[config.mk]
export PLATFORM = sky130hd
export DESIGN_NAME = gcb_coef
export DESIGN_NICKNAME = d
export VERILOG_FILES = /design/src/design/gcb_pkg.sv /design/src/design/gcb_coef.sv
export SDC_FILE = /design/constraint.sdc
export NUM_CORES = 2
export LEC_CHECK = 0
export BUFFER_PORTS_ARGS = -buffer_cell sky130_fd_sc_hd__buf_2
export CORE_MARGIN = 1
export CORE_UTILIZATION = 50
export CTS_CLUSTER_SIZE = 30
export DETAILED_ROUTE_END_ITERATION = 6
export HOLD_SLACK_MARGIN = 0.05
export PLACE_DENSITY = 0.66
export REMOVE_ABC_BUFFERS = 1
export SETUP_SLACK_MARGIN = 0.1
export SLEW_MARGIN = 20
export SYNTH_ARGS = -nofsm -noshare
export SYNTH_HDL_FRONTEND = slang
export SYNTH_SLANG_ARGS = --single-unit
export TNS_END_PERCENT = 50
[constraint.sdc]
create_clock -name clk -period 11 [get_ports clk]
set_input_delay 2.2 -clock clk [delete_from_list [all_inputs] [get_ports clk]]
set_output_delay 2.2 -clock clk [all_outputs]
set_load 0.05 [all_outputs]
[src/design/gcb_pkg.sv]
// Shared types, constants and helper functions for the tone-curve generator.
// Used by every design file; it depends on nothing else.
package gcb_pkg;

    // Field and register widths.
    localparam int IDX_BITS       = 12;
    localparam int VAL_BITS       = 16;
    localparam int TSIZE_BITS     = 13;
    localparam int GAMMA_BITS     = 10;
    localparam int LOG_BITS       = 20;
    localparam int FRAC_BITS      = 16;
    localparam int LOG_STEPS      = 16;
    localparam int DIV_BITS       = 27;
    localparam int POW_STEPS      = 16;
    localparam int POW_BITS       = 33;
    localparam int PADDR_BITS     = 5;
    localparam int DATA_BITS      = 32;
    localparam int MAX_TABLE_SIZE = 4096;

    // Register indexes on the configuration port.
    localparam logic [2:0] REG_BRIGHTNESS = 3'd0;
    localparam logic [2:0] REG_CONTRAST   = 3'd1;
    localparam logic [2:0] REG_GAMMA      = 3'd2;
    localparam logic [2:0] REG_MAX_VALUE  = 3'd3;
    localparam logic [2:0] REG_TABLE_SIZE = 3'd4;

    // Sideband that travels with every pipeline stage.
    typedef struct packed {
        logic vld;
        logic err;
        logic zero;
    } side_t;

    // Coefficients derived from the configuration registers.
    typedef struct packed {
        logic [23:0]        slope;
        logic signed [35:0] offset;
        logic [19:0]        log2n;
        logic [15:0]        maxv;
        logic [9:0]         gdiv;
        logic [12:0]        nsize;
    } coef_t;

    // Position of the most significant set bit; zero for zero and one.
    function automatic logic [3:0] msb_pos(input logic [12:0] v);
        logic [3:0] n;
        n = 4'd0;
        for (int i = 1; i < 13; i++) begin
            if (v[i]) begin
                n = 4'(i);
            end
        end
        return n;
    endfunction

    // Mantissa of v normalised to Q1.31.
    function automatic logic [31:0] log_init(input logic [12:0] v);
        logic [3:0]  n;
        logic [31:0] w;
        n = msb_pos(v);
        w = {19'd0, v};
        return w << (5'd31 - {1'b0, n});
    endfunction

    // One squaring step of the log2 fraction: {fraction bit, new mantissa}.
    function automatic logic [32:0] log_step(input logic [31:0] m);
        logic [63:0] sq;
        logic [32:0] s;
        sq = {32'd0, m} * {32'd0, m};
        s  = sq[63:31];
        return s[32] ? {1'b1, s[32:1]} : {1'b0, s[31:0]};
    endfunction

    // Integer square root, evaluated at elaboration only.
    function automatic logic [63:0] isqrt64(input logic [63:0] v);
        logic [63:0] r;
        logic [63:0] b;
        logic [63:0] rem;
        r   = 64'd0;
        rem = v;
        b   = 64'h4000_0000_0000_0000;
        for (int i = 0; i < 32; i++) begin
            if (rem >= r + b) begin
                rem = rem - (r + b);
                r   = (r >> 1) + b;
            end else begin
                r = r >> 1;
            end
            b = b >> 2;
        end
        return r;
    endfunction

    // Successive square roots of one half in Q0.32.
    function automatic logic [15:0][31:0] root_table();
        logic [15:0][31:0] t;
        logic [63:0]       c;
        c    = isqrt64(64'h8000_0000_0000_0000);
        t[0] = c[31:0];
        for (int k = 1; k < 16; k++) begin
            c    = isqrt64({c[31:0], 32'd0});
            t[k] = c[31:0];
        end
        return t;
    endfunction

    localparam logic [15:0][31:0] ROOT_C = root_table();

endpackage

[src/design/gcb_coef.sv]
// Configuration registers with their APB-style port, and a sequencer that
// derives slope, offset and log2 of the table size. Depends on gcb_pkg.
module gcb_coef (
    input  logic                           clk,
    input  logic                           rst_n,
    input  logic                           psel,
    input  logic                           penable,
    input  logic                           pwrite,
    input  logic [gcb_pkg::PADDR_BITS-1:0] paddr,
    input  logic [gcb_pkg::DATA_BITS-1:0]  pwdata,
    output logic [gcb_pkg::DATA_BITS-1:0]  prdata,
    output gcb_pkg::coef_t                 coef,
    output logic                           busy
);

    localparam logic [5:0]  LAST_STEP   = 6'd23;
    localparam logic [5:0]  SLOPE_STEPS = 6'd24;
    localparam logic [5:0]  LOG_STEPS   = 6'd16;
    localparam logic [23:0] SLOPE_NUM   = 24'd13107200;
    localparam logic [23:0] ONE_Q16     = 24'd65536;
    localparam logic [23:0] RECIP_100   = 24'd10737419;
    localparam logic [21:0] RECIP_25    = 22'd2684355;
    localparam logic [23:0] PCT_DIV     = 24'd100;

    logic [7:0]  bright_reg;
    logic [7:0]  contrast_reg;
    logic [9:0]  gamma_reg;
    logic [15:0] maxv_reg;
    logic [12:0] tsize_reg;

    logic        load_reg, run_reg, done_reg;
    logic        load_next, run_next, done_next;
    logic [5:0]  cnt_reg, cnt_next;

    logic [23:0] sw_reg, sw_next;
    logic [7:0]  srem_reg, srem_next;
    logic [31:0] lm_reg, lm_next;
    logic [3:0]  ln_reg, ln_next;
    logic [15:0] lf_reg, lf_next;

    logic [23:0] bprod_reg;
    logic [16:0] bq_reg;
    logic [15:0] bfrac_reg;

    logic [23:0]        slope_reg;
    logic signed [35:0] offset_reg;
    logic [19:0]        log2n_reg;

    logic               wr;
    logic [2:0]         widx;
    logic signed [8:0]  cl9;
    logic signed [8:0]  d9;
    logic [7:0]         dv;
    logic               bneg;
    logic [7:0]         bmag;
    logic [23:0]        bprod;
    logic [12:0]        nsize;
    logic [8:0]         st;
    logic               sge;
    logic [32:0]        lstep;
    logic [47:0]        bq_prod;
    logic [23:0]        brem_w;
    logic [28:0]        bf_prod;
    logic signed [35:0] qs;
    logic signed [35:0] half36;

    assign wr   = psel & penable & pwrite;
    assign widx = paddr[4:2];

    // Register read-back.
    always_comb
    begin
        case (widx)
            gcb_pkg::REG_BRIGHTNESS: prdata = {24'd0, bright_reg};
            gcb_pkg::REG_CONTRAST:   prdata = {24'd0, contrast_reg};
            gcb_pkg::REG_GAMMA:      prdata = {22'd0, gamma_reg};
            gcb_pkg::REG_MAX_VALUE:  prdata = {16'd0, maxv_reg};
            gcb_pkg::REG_TABLE_SIZE: prdata = {19'd0, tsize_reg};
            default:                 prdata = '0;
        endcase
    end

    // Register writes; any write restarts the coefficient sequence.
    always_ff @(posedge clk or negedge rst_n)
    begin
        if (!rst_n)
        begin
            bright_reg   <= 8'd0;
            contrast_reg <= 8'd0;
            gamma_reg    <= 10'd100;
            maxv_reg     <= 16'd255;
            tsize_reg    <= 13'd256;
        end
        else if (wr)
        begin
            case (widx)
                gcb_pkg::REG_BRIGHTNESS: bright_reg   <= pwdata[7:0];
                gcb_pkg::REG_CONTRAST:   contrast_reg <= pwdata[7:0];
                gcb_pkg::REG_GAMMA:      gamma_reg    <= pwdata[9:0];
                gcb_pkg::REG_MAX_VALUE:  maxv_reg     <= pwdata[15:0];
                gcb_pkg::REG_TABLE_SIZE: tsize_reg    <= pwdata[12:0];
                default:                 ;
            endcase
        end
    end

    // Operands taken straight from the registers.
    always_comb
    begin
        cl9 = {contrast_reg[7], contrast_reg};
        if (cl9 < -9'sd100)
        begin
            cl9 = -9'sd100;
        end
        if (cl9 > 9'sd99)
        begin
            cl9 = 9'sd99;
        end
        d9    = 9'sd100 - cl9;
        dv    = d9[7:0];
        bneg  = bright_reg[7];
        bmag  = bneg ? 8'(~bright_reg + 8'd1) : bright_reg;
        bprod = {16'd0, bmag} * {8'd0, maxv_reg};
        nsize = (tsize_reg > 13'(gcb_pkg::MAX_TABLE_SIZE))
              ? 13'(gcb_pkg::MAX_TABLE_SIZE) : tsize_reg;
    end

    // Brightness magnitude times max_value times 65536 over 100: the quotient
    // and remainder by 100 come from a reciprocal multiply, then the remainder's
    // share of 65536/100 from a second one. Settles well within the sequence.
    always_comb
    begin
        bq_prod = {24'd0, bprod_reg} * {24'd0, RECIP_100};
        brem_w  = bprod_reg - 24'({7'd0, bq_reg} * PCT_DIV);
        bf_prod = {22'd0, brem_w[6:0]} * {7'd0, RECIP_25};
    end

    always_ff @(posedge clk)
    begin
        bprod_reg <= bprod;
        bq_reg    <= bq_prod[46:30];
        bfrac_reg <= bf_prod[27:12];
    end

    // Sequencer: one restoring step of the slope divider and one log2
    // squaring per cycle.
    always_comb
    begin
        load_next = load_reg | wr;
        run_next  = run_reg;
        done_next = 1'b0;
        cnt_next  = cnt_reg;
        sw_next   = sw_reg;
        srem_next = srem_reg;
        lm_next   = lm_reg;
        ln_next   = ln_reg;
        lf_next   = lf_reg;

        st    = {srem_reg, sw_reg[23]};
        sge   = st >= {1'b0, dv};
        lstep = gcb_pkg::log_step(lm_reg);

        if (load_reg)
        begin
            load_next = wr;
            run_next  = 1'b1;
            cnt_next  = 6'd0;
            sw_next   = SLOPE_NUM;
            srem_next = 8'd0;
            lm_next   = gcb_pkg::log_init(nsize);
            ln_next   = gcb_pkg::msb_pos(nsize);
            lf_next   = 16'd0;
        end
        else if (run_reg)
        begin
            if (cnt_reg < SLOPE_STEPS)
            begin
                srem_next = sge ? 8'(st - {1'b0, dv}) : st[7:0];
                sw_next   = {sw_reg[22:0], sge};
            end
            if (cnt_reg < LOG_STEPS)
            begin
                lm_next = lstep[31:0];
                lf_next = {lf_reg[14:0], lstep[32]};
            end
            cnt_next  = cnt_reg + 6'd1;
            if (cnt_reg == LAST_STEP)
            begin
                run_next  = 1'b0;
                done_next = 1'b1;
            end
        end
    end

    always_ff @(posedge clk or negedge rst_n)
    begin
        if (!rst_n)
        begin
            load_reg <= 1'b1;
            run_reg  <= 1'b0;
            done_reg <= 1'b0;
            cnt_reg  <= 6'd0;
        end
        else
        begin
            load_reg <= load_next;
            run_reg  <= run_next & ~wr;
            done_reg <= done_next & ~wr;
            cnt_reg  <= cnt_next;
        end
    end

    always_ff @(posedge clk)
    begin
        sw_reg   <= sw_next;
        srem_reg <= srem_next;
        lm_reg   <= lm_next;
        ln_reg   <= ln_next;
        lf_reg   <= lf_next;
    end

    // Final coefficients, latched once the sequence completes.
    assign qs     = $signed({3'd0, bq_reg, bfrac_reg});
    assign half36 = $signed({5'd0, maxv_reg, 15'd0});

    always_ff @(posedge clk)
    begin
        if (done_reg)
        begin
            slope_reg  <= sw_reg - ONE_Q16;
            offset_reg <= half36 + (bneg ? -qs : qs) + 36'sd32768;
            log2n_reg  <= {ln_reg, lf_reg};
        end
    end

    assign busy = load_reg | run_reg | done_reg;

    assign coef.slope  = slope_reg;
    assign coef.offset = offset_reg;
    assign coef.log2n  = log2n_reg;
    assign coef.maxv   = maxv_reg;
    assign coef.gdiv   = (gamma_reg == 10'd0) ? 10'd1 : gamma_reg;
    assign coef.nsize  = nsize;

endmodule

==> results.json <==
{
  "crit_fanout": 18,
  "max_cap_viol_count": 0,
  "synthCells": 5871,
  "worstPathArrival_ns": 9.81,
  "drc": 8,
  "worst_pin_slew_ns": 1.15,
  "path_class": "register to register",
  "vias": 40000,
  "grt.busiest_layer": "met2",
  "routed_wl_um": 145000,
  "die_h_um": 342,
  "globalRouteMet3Util_pct": 4.12,
  "status": "finished with violations",
  "path_clk_slew_ns": 0.07,
  "grt_pass1_wl_um": 237000,
  "core_um2": 115000,
  "grt_usage_pct": 26.0,
  "largest_reg_flops": 36,
  "rsz0062_at_grt": "false",
  "worstHoldPathType": "register to register",
  "die_x_um": 342,
  "layout.cells.non_filler": 7474,
  "finalCritPeriodShare_pct": 86.4,
  "postRouteAntennaNets": 0,
  "cts_tree": "yes",
  "fin_skew_ns": 0.0373,
  "ys_warn_count": 0,
  "wl_per_cell_um": 19.4,
  "clk_path_buf_depth": 3,
  "synth_edf_count": 116,
  "async_flop_share_pct": 22.5,
  "hpwlAfterDp_um": 118000,
  "holdBufCountCts": 0,
  "place_ws_ns": 1.72,
  "cp-end-kind": "register",
  "use_met2_pct": 43.2,
  "synth_seq_area_share_pct": 12.5,
  "synth_area_um2": 57800,
  "violations": "design-rule violations",
  "die-area_um2": 117000,
  "portBuffers": 159,
  "setup_slack_ns": 1.50,
  "rows": 124,
  "fin_tns_setup_ns": 0,
  "syn-mean-instance-area_um2": 9.84,
  "place_congestion": 0.939,
  "postCtsSetupBuffers": 0,
  "finalSetupViolCount": 0,
  "required_ns": 11.30,
  "synth_seq_cells": 285,
  "ios": 194,
  "cts_root_buffer": "clkbuf_16",
  "vias_per_cell": 5.35,
  "dr.pass1.iters": 7,
  "hold_viol": 0,
  "cp-start-kind": "register",
  "start_util_pct": 50.4,
  "grt_max_degree": 65,
  "layout.nets": 7840,
  "fmax_ghz": 0.105,
  "period_needed_ns": 9.50,
  "slew_headroom_pct": 23.2,
  "antenna_found_initial": 4,
  "synth_cell_types": 97,
  "grt_pass1_vias": 43700,
  "drtIter0Drc": 2367,
  "clock_sinks": 285,
  "cts_max_level": 2,
  "layout-drive-gt1-share_pct": 6.95,
  "dp.cells": 7410,
  "clk_latency_ns": 0.58,
  "cts_made_buffers": 35,
  "grt_overflow": 0,
  "cts.repair.resized": 0,
  "met1_usage_pct": 35.6,
  "area_delta_synth_final_pct": 6.25,
  "slew_viol_final": 0,
  "synth_ff_type": "edfxtp_1"
}
path summary, 6_finish.rpt:
path	slack, ns	cells past startpoint	end	start
max	1.50	24	lm_reg[26]	lm_reg[18]
min	0.43	0	log2n_reg[18]	ln_reg[2]
max reg2reg	1.50	24	lm_reg[26]	lm_reg[18]
min reg2reg	0.43	0	log2n_reg[18]	ln_reg[2]
max in group asynchronous	8.58	2	done_reg	rst_n
min in group asynchronous	1.82	2	tsize_reg[12]	rst_n
synthesized netlist by cell type (all sizes together), types with 18 or more instances:
cell type / n / area share [%]
a211oi: 23 / 0.30
a21o: 47 / 0.61
a21oi: 164 / 1.4
a22o: 18 / 0.27
a22oi: 21 / 0.27
and2: 255 / 2.8
buf: 39 / 0.41
clkbuf: 175 / 1.1
dfrtp: 51 / 2.2
dfxtp: 105 / 3.6
edfxtp: 116 / 6.0
fa: 1128 / 39
ha: 735 / 16
inv: 1472 / 9.6
mux2: 67 / 1.3
mux2i: 33 / 0.57
nand2: 457 / 3.0
nand2b: 32 / 0.36
nand3: 38 / 0.33
nand4: 31 / 0.34
nor2: 173 / 1.1
nor2b: 66 / 0.71
nor3: 35 / 0.31
o21a: 20 / 0.26
o21ai: 103 / 0.89
o21bai: 23 / 0.30
o22ai: 19 / 0.21
or3: 22 / 0.26
xnor2: 132 / 2.0
xor2: 59 / 0.89
critical path, stage by stage (launching register included):
cell      delay (ns)
edfxtp_1        1.09
buf_4           0.44
nand2_1         0.16
fa_1            0.57
inv_1           0.06
fa_1            0.43
fa_1            0.55
inv_1           0.06
fa_1            0.47
inv_1           0.05
fa_1            0.48
fa_1            0.57
fa_1            0.43
fa_1            0.49
ha_1            0.39
nand3_1         0.14
o22ai_1         0.29
a221oi_1        0.13
o211ai_1        0.75
a211oi_1        0.26
o21ai_1         0.40
a31oi_1         0.17
a311oi_1        0.44
mux2i_1         0.17
o22a_1          0.23
stage by stage:
stage               util (%)  hold slack [ns]  area, um2
detailed placement      52.6            0.411      60200
global route            53.6            0.448      61400
finish                  53.6            0.426      61400
global placement        52.6            0.414      60200
CTS                     53.6            0.426      61400
floorplan                  -            0.400      56900
metal layers:
layer,vias to the layer above,share of wire (%)
li1,18200,-
met1,20400,43
met2,1177,48
met3,222,6.8
met4,0,2.5
met5,-,0
layout by cell type (no fill, tap or decap), drive strengths merged, types with 116 or more instances in the layout:
master and instances:
buf 226, nor2 173, edfxtp 116, fa 1128, and2 255, inv 1474
xnor2 132, ha 735, nand2 457, a21oi 164
layout make-up:
cell class	count	area, um2
inverters	1473	5530
fillers	10300	53100
well taps	1512	1890
diodes	1	2.50
clock buffers	42	902
repair buffers	226	1320
multi-input cells	3914	44200
flip-flops and latches	285	7210
clock inverters	21	267
cell families (layout without fill, tap and decap cells):
logic type,count (synthesis),count (layout),synth area share [%]
AOI/OAI and AO/OA,565,565,6.44
xor gates and xnor gates,191,191,2.90
adders and majority gates,1863,1863,55.0
buffers and inverters,1687,1762,11.1
DFF,285,285,12.5
muxes,101,101,1.92
other,1,17,0.00649
and+or+nand+nor,1178,1178,10.1
Power is left out: the tool's default activity adds up to more than one toggle a clock period on the data nets, which glitch-free logic cannot reach.
