## src/design/gcb_pkg.sv

```systemverilog
// Shared types, constants and helper functions for the tone-curve generator.
// Used by every design file; it depends on nothing else.
package gcb_pkg;

    // Field and register widths.
    localparam int IDX_BITS       = 12;
    localparam int VAL_BITS       = 16;
    localparam int TSIZE_BITS     = 13;
    localparam int GAMMA_BITS     = 10;
    localparam int LOG_BITS       = 20;
    localparam int FRAC_BITS      = 16;
    localparam int LOG_STEPS      = 16;
    localparam int DIV_BITS       = 27;
    localparam int POW_STEPS      = 16;
    localparam int POW_BITS       = 33;
    localparam int PADDR_BITS     = 5;
    localparam int DATA_BITS      = 32;
    localparam int MAX_TABLE_SIZE = 4096;

    // Register indexes on the configuration port.
    localparam logic [2:0] REG_BRIGHTNESS = 3'd0;
    localparam logic [2:0] REG_CONTRAST   = 3'd1;
    localparam logic [2:0] REG_GAMMA      = 3'd2;
    localparam logic [2:0] REG_MAX_VALUE  = 3'd3;
    localparam logic [2:0] REG_TABLE_SIZE = 3'd4;

    // Sideband that travels with every pipeline stage.
    typedef struct packed {
        logic vld;
        logic err;
        logic zero;
    } side_t;

    // Coefficients derived from the configuration registers.
    typedef struct packed {
        logic [23:0]        slope;
        logic signed [35:0] offset;
        logic [19:0]        log2n;
        logic [15:0]        maxv;
        logic [9:0]         gdiv;
        logic [12:0]        nsize;
    } coef_t;

    // Position of the most significant set bit; zero for zero and one.
    function automatic logic [3:0] msb_pos(input logic [12:0] v);
        logic [3:0] n;
        n = 4'd0;
        for (int i = 1; i < 13; i++) begin
            if (v[i]) begin
                n = 4'(i);
            end
        end
        return n;
    endfunction

    // Mantissa of v normalised to Q1.31.
    function automatic logic [31:0] log_init(input logic [12:0] v);
        logic [3:0]  n;
        logic [31:0] w;
        n = msb_pos(v);
        w = {19'd0, v};
        return w << (5'd31 - {1'b0, n});
    endfunction

    // One squaring step of the log2 fraction: {fraction bit, new mantissa}.
    function automatic logic [32:0] log_step(input logic [31:0] m);
        logic [63:0] sq;
        logic [32:0] s;
        sq = {32'd0, m} * {32'd0, m};
        s  = sq[63:31];
        return s[32] ? {1'b1, s[32:1]} : {1'b0, s[31:0]};
    endfunction

    // Integer square root, evaluated at elaboration only.
    function automatic logic [63:0] isqrt64(input logic [63:0] v);
        logic [63:0] r;
        logic [63:0] b;
        logic [63:0] rem;
        r   = 64'd0;
        rem = v;
        b   = 64'h4000_0000_0000_0000;
        for (int i = 0; i < 32; i++) begin
            if (rem >= r + b) begin
                rem = rem - (r + b);
                r   = (r >> 1) + b;
            end else begin
                r = r >> 1;
            end
            b = b >> 2;
        end
        return r;
    endfunction

    // Successive square roots of one half in Q0.32.
    function automatic logic [15:0][31:0] root_table();
        logic [15:0][31:0] t;
        logic [63:0]       c;
        c    = isqrt64(64'h8000_0000_0000_0000);
        t[0] = c[31:0];
        for (int k = 1; k < 16; k++) begin
            c    = isqrt64({c[31:0], 32'd0});
            t[k] = c[31:0];
        end
        return t;
    endfunction

    localparam logic [15:0][31:0] ROOT_C = root_table();

endpackage

```

## src/design/gcb_div_pipe.sv

```systemverilog
// Curve exponent: log ratio times 100, divided by gamma one quotient bit per
// stage (restoring). Depends on gcb_pkg.
module gcb_div_pipe (
    input  logic                           clk,
    input  logic                           rst_n,
    input  logic                           adv,
    input  gcb_pkg::side_t                 in_side,
    input  logic [gcb_pkg::LOG_BITS-1:0]   log2i,
    input  logic [gcb_pkg::LOG_BITS-1:0]   log2n,
    input  logic [gcb_pkg::GAMMA_BITS-1:0] gdiv,
    output gcb_pkg::side_t                 out_side,
    output logic [gcb_pkg::DIV_BITS-1:0]   expo
);

    localparam int S = gcb_pkg::DIV_BITS;
    localparam int G = gcb_pkg::GAMMA_BITS;

    logic [S-1:0]   w_reg [0:S];
    logic [S-1:0]   w_next [0:S];
    logic [G-1:0]   r_reg [0:S];
    logic [G-1:0]   r_next [0:S];
    gcb_pkg::side_t side_reg [0:S];
    gcb_pkg::side_t side_next [0:S];
    logic [G:0]     t_w [0:S-1];
    logic           ge_w [0:S-1];
    logic [gcb_pkg::LOG_BITS-1:0] diff;

    always_comb
    begin
        diff         = log2n - log2i;
        w_next[0]    = {7'd0, diff} * 27'd100;
        r_next[0]    = '0;
        side_next[0] = in_side;
        for (int k = 0; k < S; k++)
        begin
            t_w[k]         = {r_reg[k], w_reg[k][S-1]};
            ge_w[k]        = t_w[k] >= {1'b0, gdiv};
            r_next[k+1]    = ge_w[k] ? G'(t_w[k] - {1'b0, gdiv}) : t_w[k][G-1:0];
            w_next[k+1]    = {w_reg[k][S-2:0], ge_w[k]};
            side_next[k+1] = side_reg[k];
        end
    end

    always_ff @(posedge clk or negedge rst_n)
    begin
        if (!rst_n)
        begin
            for (int k = 0; k <= S; k++)
            begin
                side_reg[k] <= '0;
            end
        end
        else if (adv)
        begin
            side_reg <= side_next;
        end
    end

    always_ff @(posedge clk)
    begin
        if (adv)
        begin
            w_reg <= w_next;
            r_reg <= r_next;
        end
    end

    assign out_side = side_reg[S];
    assign expo     = w_reg[S];

endmodule

```

## config.mk

```make
export PLATFORM = sky130hd
export DESIGN_NAME = gcb_div_pipe
export DESIGN_NICKNAME = d
export VERILOG_FILES = /design/src/design/gcb_pkg.sv /design/src/design/gcb_div_pipe.sv
export SDC_FILE = /design/constraint.sdc
export NUM_CORES = 1
export LEC_CHECK = 0
export BUFFER_PORTS_ARGS = -buffer_cell sky130_fd_sc_hd__buf_2
export CORE_MARGIN = 4
export CORE_UTILIZATION = 50
export DETAILED_ROUTE_END_ITERATION = 6
export GPL_TIMING_DRIVEN = 0
export HOLD_SLACK_MARGIN = 0.03
export PLACE_DENSITY = 0.76
export SLEW_MARGIN = 20
export SYNTH_ARGS = -nofsm -noshare
export SYNTH_HDL_FRONTEND = slang
export SYNTH_SLANG_ARGS = --single-unit
```

## constraint.sdc

```tcl
create_clock -name clk -period 2.6 [get_ports clk]
set_input_delay 0.52 -clock clk [delete_from_list [all_inputs] [get_ports clk]]
set_output_delay 0.52 -clock clk [all_outputs]
set_load 0.005 [all_outputs]
```

==> impl_results.md, run 1 <==
- Status: finished, violations left
- Failing checks: setup timing
- Dpl cell area: 0.0526 mm²
- Yosys warns: 0
- Design Area, Final: 0.0580 mm²
- Post-synthesis cell area: 0.0489 mm²
- Die Ht: 321 µm
- Max reg flops: 651
- Mapped Cells: 3304
- Vias per cell: 5.38
- Wirelength per Cell: 16.9 µm
- Mapped Nets: 3743
- Power Density: 1220 mW/mm²
- Synth async-reset ratio: 8.02%
- Post-layout power: 71.0 mW
- Largest cells by area after synthesis: edfxtp_1, ha_1, mux2_2
- # clock sinks: 1047
- Setup TNS: -24390 ps
- DRC errors left: 0
- Routed Antenna Nets: 0
- Area Growth Syn to Fin: 18.8%
- Final core occ: 59.9%
- R2r setup slk: 70 ps
- Worst Hold Depth: 1
- Clock buffer depth: 3
- Initial antenna violation count: 2
- Initial core utilization: 50.4%
- Slew headroom: 46.2%
- Fin. Hold Viols: 0
- Placed cells: 4683
- CP Data Required Time: 2970 ps
- Worst skew pair latency: 670 ps
- Depth of the most critical reg-to-reg path: 9
- Clock power share: 21.3%
- GRT Total Usage: 16.1%
- Via count: 26900
- Die W: 321 µm
- RePlAce Congestion: 0.868
- Synth unique cells: 71
- Initial drt markers: 1753
- Hold EP: expo[23]
- Core footprint: 0.0969 mm²
- Final setup vio count: 20
- H-Tree Level Count: 3
- Sequential area share after synthesis: 63.5%
- Min-Delay Path Class: primary input to flip-flop
- Post-synth top cells: edfxtp_1, ha_1, inv_1
- Largest net degree at the start of global routing: 153
- Crit path max fanout: 5
- Top-area cell type share of the netlist area: 59.2%
- GRT overflow: 0
- Root cell of the clock tree: clkbuf_16
- Share of cells above drive strength 1: 22.7%
- Sequential Power Share: 36.2%
- Num CTS Buffers: 105
- Filler cell count: 7063
- Post-DP HPWL: 53.1 mm
- Pint: 48.6 mW
- Die area: 0.103 mm²
- Comb power frac: 42.4%
- Max VDD drop: 0.896 mV
- First-pass GRT wire length: 135 mm
- Port Buffers: 85
- Worst setup SP type: primary input
- CTS tree: built
- Post-synth top area cell: edfxtp_1
- Switching Share: 31.6%
- Worst setup slack after layout: -1700 ps
- Vias in the first global route: 27000
- Top FF cell, synth: edfxtp_1
- Final nets: 4066
- Pins Over Slew Limit: 0
- FP Rows: 114
- Seq cells post-synth: 1047
- Critical path data arrival time: 4680 ps
- CP Class: primary input to flip-flop
- Fin cells: 4993
- Worst Skew: 46.0 ps
- Aggregate routed wire length: 84.4 mm
- Most numerous cell in the Yosys netlist: edfxtp_1
- Post-synth EDFFs: 963
- Synthesized area per cell: 14.8 µm²
- Critical Path Start: log2n[0]
- Hold Slack: 279 ps
- CP endpoint kind: flip-flop
- Tmin final: 4300 ps
- Slew @ Worst Pin: 807 ps
- RSZ-0062 raised after global routing: yes
- Maxcap violations: 0
- Clock-pin slew on the worst setup and hold paths: 60 ps
- DRT Pass-1 Iters: 6
- R2r endpoint: r_reg[152]
- Tcrit/Tclk final: 166%
- Hold Startpoint: adv
- Fmax: 0.232 GHz
- Net switching power: 22.4 mW
- Ports: 86
- Worst R2R Start: r_reg[160]
- Pre-CTS setup slack: -2760 ps
- Cell leakage power: 22.9 nW
[power groups by stage]
stage               sequential [mW]  combinational (mW)  clock (mW)
global placement               26.3                25.5           0
floorplan                      25.3                21.6           0
global route                   26.1                32.9        16.3
finish                         25.7                30.1        15.1
CTS                            25.7                28.7        15.6
detailed placement             26.0                26.3           0
[worst max path at each step]
| stage | end | slack (ps) | cells past startpoint |
|---|---|---|---|
| global route | t_w[286] | -1880 | 24 |
| finish | t_w[286] | -1700 | 24 |
| global placement | side_next[66] | -14200 | 4 |
| CTS | w_next[728] | -1620 | 25 |
| detailed placement | w_next[726] | -2760 | 23 |
| floorplan | w_next[728] | -1980 | 23 |
[final cells by class]
type	instances	area, µm²	share of cell area (%)
well taps	1276	1600	2.75
plain buffers	24	180	0.311
repair inverters	1	7.51	0.0129
clock inverters	59	738	1.27
diodes	1	2.50	0.00431
inverters	244	946	1.63
flip-flops and latches	1047	31000	53.5
clock buffers	137	2810	4.84
multi-input cells	1987	18600	32.1
repair buffers	217	2080	3.59
[kinds of logic after synthesis]
family / share of synthesized area (%)
flip-flops: 63.5
buffers and inverters: 2.11
XOR/XNOR: 3.96
multiplexers: 6.55
adder cells (fa/ha/maj): 10.4
AO/OA/AOI/OAI: 8.84
AND/OR/NAND/NOR: 4.60
[metal layers]
layer	part of all wire (%)	global-route usage [%]	wire, µm
met3	3.9	2.62	3330
met2	49	27.9	41500
met4	3.4	6.06	2870
met5	0.015	0	13
met1	43	20.5	36700
[worst max-delay path: stages]
cell and delay (ps):
buf_8 90, inv_12 30, ha_4 150, fa_2 340
nand2b_4 160, a21oi_4 200, o31ai_4 90, a211o_1 340
nand2b_1 130, xnor2_2 140, inv_1 90, ha_4 210
ha_1 270, inv_1 40, fa_1 490, inv_2 50
ha_4 290, nand3_4 90, nor2_4 140, nand2_4 80
a211oi_4 250, o21ai_2 150, a31oi_1 210, xor2_1 90
[layout by cell type, fill, tap and decap left out, drive strengths merged, types with 12 or more instances in the layout]
master     n
a21o      72
a21oi    206
a2bb2oi   13
a41o      14
buf      217
bufinv    12
clkbuf   154
clkinv    36
dfrtp     84
edfxtp   963
fa        41
ha       342
inv      246
mux2     236
mux2i     54
nand2     92
nand2b    29
nand3     31
nand4     32
nor2     143
nor2b     61
nor3      41
o21a      51
o21ai    140
o21bai    30
o2bb2ai   12
o31ai     21
xnor2    170
xor2      51
[what timing repair did]
action | CTS | global route
buffers inserted | 74 | 33
pin swaps | 61 | 62
setup endpoints to repair | 380 | 235
cloned | 4 | 1
hold buffers | 4 | 0
gates resized for setup | 81 | 63
endpoints found under the hold margin | 32 | 0
Note: power is estimated with default switching activity, not from simulation.
==> inputs of run 2 (changes only) <==
Settings changed: GPL_TIMING_DRIVEN 0 to unset.
==> run 2 against run 1 <==
- sequential power is essentially flat
- sequential share of layout area is 3.4 points lower
- final area grew 6.8%
- the run still ends with setup timing left
- wire length is 10% higher
- register-to-register slack about the same
- critical path depth down 2
- largest cell class unchanged
==> impl_results.md, run 2 (same netlist as run 1, synthesis figures left out) <==
- Vias in the first global route: 30300
- Comb power frac: 45.8%
- Met1 Resource Use GR: 22.2%
- Antenna diode instance count: 0
- Num CTS Buffers: 107
- First-pass GRT wire length: 151 mm
- H-Tree Level Count: 3
- Clock-pin slew on the worst setup and hold paths: 60 ps
- Net switching power: 23.6 mW
- GRT Total Usage: 18.1%
- Worst stage delay on the critical path: 480 ps
- Switching Share: 31.1%
- Setup TNS: -24700 ps
- RSZ-0062 raised after global routing: yes
- Initial core utilization: 50.4%
- Port Buffers: 85
- Worst setup SP type: primary input
- Design Area, Final: 0.0620 mm²
- Slew headroom: 47.0%
- GRT overflow: 0
- Area Growth Syn to Fin: 26.8%
- Crit path max fanout: 3
- Aggregate routed wire length: 93.3 mm
- Grt met3 use: 2.95%
- Share of cells above drive strength 1: 32.0%
- Max VDD drop: 0.822 mV
- Slew @ Worst Pin: 796 ps
- Worst setup slack after layout: -1650 ps
- Core footprint: 0.0969 mm²
- Critical path data arrival time: 4730 ps
- Clock power share: 20.2%
- Tcrit/Tclk final: 163%
- Met2 usage: 32.3%
- Routed Antenna Nets: 0
- CP Data Required Time: 3080 ps
- DRT Pass-1 Iters: 5
- Die W: 321 µm
- Initial drt markers: 1824
- Post-DP HPWL: 62.7 mm
- FP Rows: 114
- Sequential Power Share: 34.0%
- Pre-CTS setup slack: -2530 ps
- Pins Over Slew Limit: 0
- CTS tree: built
- Clock buffer depth: 3
- Final setup vio count: 19
- Maxcap violations: 0
- Fmax: 0.235 GHz
- Final core occ: 64.0%
- Initial antenna violation count: 0
- Gr busiest metal: met2
- Most used cell, CP: ha_4
- Via count: 29000
- Failing checks: setup timing
- Final nets: 4581
- Min-Delay Path Class: primary input to flip-flop
- Crit-path slowest cell: fa_1
- Die area: 0.103 mm²
- CP cell instances: buf_6 > ha_4 > nor2b_4 > o31a_1 > o21a_1 > o21a_1 > o21ai_1 > nand2b_1 > xor2_2 > ha_4 > ha_4 > inv_2 > fa_1 > inv_2 > ha_4 > o21a_1 > o21a_4 > nor2_4 > a211oi_4 > o21ai_2 > a31oi_1 > xor2_1
- Most frequent cells in the layout: edfxtp_1, buf_4, ha_1
- Filler cell count: 6782
- Tmin final: 4250 ps
- Root cell of the clock tree: clkbuf_16
- Max reg flops: 651
- Fin. Hold Viols: 0
- Worst Skew: 28.6 ps
- RePlAce Congestion: 0.860
- Cell leakage power: 25.5 nW
- Pint: 52.3 mW
- CP endpoint kind: flip-flop
- DRC errors left: 0
- Worst skew pair latency: 680 ps
- Power Density: 1230 mW/mm²
- CP Class: primary input to flip-flop
- # clock sinks: 1047
- Most common cell after layout, fill and taps aside: edfxtp_1
- Wirelength per Cell: 17.0 µm
- Largest net degree at the start of global routing: 135
- Dpl cell area: 0.0576 mm²
- Vias per cell: 5.26
- Ports: 86
- Die Ht: 321 µm
- Status: finished, violations left
-- run 2: power groups by stage --
stage | Sequential (mW) | Combinational, mW | Clock, mW
floorplan | 25.3 | 21.6 | 0
global placement | 26.0 | 31.0 | 0
detailed placement | 26.2 | 32.0 | 0
CTS | 25.9 | 33.4 | 15.8
global route | 26.2 | 37.9 | 16.5
finish | 25.9 | 34.8 | 15.3
-- run 2: stage by stage --
step / total power [mW] / hold slack, ps / cells
2_1_floorplan: 46.9 / 224 / 3304
3_3_place_gp: 57.0 / 400 / 5284
3_5_place_dp: 58.2 / 405 / 5284
4_1_cts: 75.1 / 34.7 / 5493
5_1_grt: 80.6 / 59.5 / 5505
6_report: 76.0 / 88.9 / 5505
-- run 2: worst paths after layout --
kind	start	endpoint	slack [ps]	cells after the start
min reg2reg	w_next[464]	w_next[438]	400	0
min	in_side[1]	side_next[79]	90	2
max reg2reg	r_reg[170]	r_reg[167]	80	9
max	log2n[1]	t_w[286]	-1650	22
max in group asynchronous	rst_n	side_next[61]	1590	3
min in group asynchronous	rst_n	side_next[27]	420	2
-- run 2: area by class of cell --
| cell class | count | area (µm²) | share of cell area [%] |
|---|---|---|---|
| clock buffers | 131 | 2870 | 4.64 |
| repair buffers | 755 | 6280 | 10.1 |
| flip-flops and latches | 1047 | 31000 | 50.1 |
| multi-input cells | 1987 | 18600 | 30.0 |
| well taps | 1276 | 1600 | 2.58 |
| inverters | 244 | 943 | 1.52 |
| clock inverters | 65 | 684 | 1.10 |
-- run 2: worst max-delay path, delay by kind of cell --
| family | cells | cell delay, ps |
|---|---|---|
| AOI/OAI and AO/OA | 9 | 1800 |
| and+or+nand+nor | 3 | 300 |
| buffers and inverters | 3 | 180 |
| xor gates and xnor gates | 2 | 450 |
| adders and majority gates | 5 | 1460 |
-- run 2: per-layer routing --
layer	up-vias	share of wire [%]
met5	-	0
met4	0	3.5
met3	200	3.5
met2	505	51
met1	14200	42
li1	14100	-
-- run 2: repair_timing --
action,CTS,global route
setup buffers,20,18
hold buffers,3,0
resized for setup,68,67
pin swaps,54,73
setup endpoints to repair,24,63
endpoints found under the hold margin,53,0
==> inputs of run 3 (changes only) <==
Settings changed: CORE_MARGIN 4 to unset.
==> run 3 against run 2 <==
- the run still ends with setup timing left
- largest cell class unchanged
- critical path type unchanged
- register-to-register slack about the same
- worst setup slack lost 30 ps
- sequential cell count is the same
- combinational power hardly changed
- die area down 3.7%
- clock power grew 3%
- critical path depth increased by 2
- hold slack worse by 16 ps
- wire length down 1.2%
- non-clock buffer count grew 8
- highest routed layer is now met5
- sequential power is essentially flat
==> impl_results.md, run 3 (same netlist as run 1, synthesis figures left out) <==
- Vias per cell: 5.25
- Met2 usage: 33.7%
- H-Tree Level Count: 3
- Die area: 0.0990 mm²
- Crit path max fanout: 3
- Max reg flops: 651
- Die W: 315 µm
- DRT Pass-1 Iters: 5
- Reg area: 0.0310 mm²
- CTS tree: built
- Slew @ Worst Pin: 768 ps
- GRT overflow: 0
- Core footprint: 0.0967 mm²
- Share of cells above drive strength 1: 32.4%
- Worst setup SP type: primary input
- Pins Over Slew Limit: 0
- DRC errors left: 0
- Most frequent cells in the layout: edfxtp_1, buf_4, ha_1
- Failing checks: setup timing
- Worst stage delay on the critical path: 500 ps
- Slew headroom: 48.8%
- Post-layout power: 76.1 mW
- Power Density: 1220 mW/mm²
- CP cell instances: buf_8 > inv_6 > ha_4 > nor2b_4 > o31a_1 > o21a_1 > o21a_1 > o21ai_1 > nand2b_1 > xor2_2 > ha_4 > ha_4 > inv_2 > fa_1 > inv_2 > ha_4 > o21a_1 > o21a_1 > nor2_4 > buf_6 > a21oi_4 > nand3_2 > and3b_1 > xnor2_1
- Placed cells: 5288
- Fmax: 0.234 GHz
- CP endpoint kind: flip-flop
- Met1 Resource Use GR: 22.9%
- # clock sinks: 1047
- Num CTS Buffers: 108
- Worst setup slack after layout: -1680 ps
- Critical path data arrival time: 4700 ps
- Area Growth Syn to Fin: 27.3%
- First-pass GRT wire length: 149 mm
- Final nets: 4590
- Multi-input gate area in the final layout: 0.0186 mm²
- CP Class: primary input to flip-flop
- Vias in the first global route: 30000
- Routed Antenna Nets: 0
- Post-DP HPWL: 63.8 mm
- Wirelength per Cell: 16.7 µm
- Largest net degree at the start of global routing: 112
- Cell leakage power: 25.6 nW
- Ports: 86
- Gr busiest metal: met2
- Root cell of the clock tree: clkbuf_16
- Max VDD drop: 0.683 mV
- Most common cell after layout, fill and taps aside: edfxtp_1
- Worst skew pair latency: 680 ps
- Clock buffer depth: 3
- Initial drt markers: 1456
- GRT Total Usage: 18.7%
- Port Buffers: 85
- Filler cell count: 6827
- RePlAce Congestion: 0.859
- Initial antenna violation count: 5
- Tmin final: 4280 ps
- Maxcap violations: 0
- Clock-pin slew on the worst setup and hold paths: 60 ps
- Die Ht: 315 µm
- Status: finished, violations left
- FP Rows: 114
- Initial core utilization: 50.5%
- CP Data Required Time: 3020 ps
- Min-Delay Path Class: primary input to flip-flop
- Via count: 29000
- Aggregate routed wire length: 92.2 mm
- Worst Skew: 25.1 ps
- Fin. Hold Viols: 0
- RSZ-0062 raised after global routing: yes
- Grt met3 use: 3.10%
- Fin cells: 5519
- Final setup vio count: 19
- Tcrit/Tclk final: 164%
- Crit-path slowest cell: fa_1
[run 3: cell types whose count changed in the layout (fill, tap and decap cells not counted), moves of 4 or more]
cell      change
buf_4         +4
clkinv_1      -4
inv_6         +4
o21ai_2       +4
xnor2_2       -4
[run 3: layout make-up]
class | instances | area share [%]
Tap cell | 1276 | 2.57
Timing Repair Buffer | 763 | 10.2
Clock inverter | 71 | 1.28
Inverter | 244 | 1.52
Antenna cell | 1 | 0.00403
Multi-Input combinational cell | 1987 | 29.9
Sequential cell | 1047 | 49.9
Clock buffer | 130 | 4.63
[run 3: repair_timing]
action / 4_1_cts / 5_1_grt
pin swaps: 60 / 63
endpoints found under the hold margin: 47 / 0
setup buffers: 25 / 18
hold buffers: 1 / 0
gates resized for setup: 72 / 57
endpoints found under the setup margin: 31 / 109
[run 3: stage by stage]
stage	hold WS, ps	setup TNS [ps]	area, µm²	setup WS, ps	utilization, %
after floorplan	224	-230050	50200	-1980	-
after global placement	400	-154640	57600	-2430	59.6
after detailed placement	405	-160910	57600	-2500	59.6
after CTS	34.8	-22910	61800	-1550	63.9
after global routing	46.3	-26770	62200	-1780	64.3
final	73.2	-25060	62200	-1680	64.3
[run 3: metal layers]
metal  wire length (µm)  vias to the layer above
li1                   -                    14100
met5                 40                        -
met4               2710                        6
met1              38700                    14200
met2              47400                      464
met3               3410                      199
[run 3: power by group]
group	internal (mW)	switching, mW	leakage [nW]	total [mW]
Combinational	19.4	15.2	13.3	34.5
Clock	9.33	6.45	1.77	15.8
Sequential	23.9	1.86	10.5	25.8
[run 3: critical path: cells and delay by family]
kind | cells | cell delay [ps]
xor gates and xnor gates | 2 | 390
adders and majority gates | 5 | 1470
and+or+nand+nor | 5 | 630
buffers and inverters | 5 | 340
AOI/OAI and AO/OA | 7 | 1320
[run 3: final timing paths]
check                             from             to  slack, ps  depth (start not counted)
max                           log2i[1]    w_next[721]      -1680                         24
min                         in_side[0]  side_next[78]         70                          2
max reg2reg                 r_reg[180]     r_reg[178]         70                          8
min reg2reg                w_next[505]    w_next[479]        400                          0
max in group asynchronous        rst_n    out_side[0]       1620                          3
min in group asynchronous        rst_n  side_next[25]        390                          2
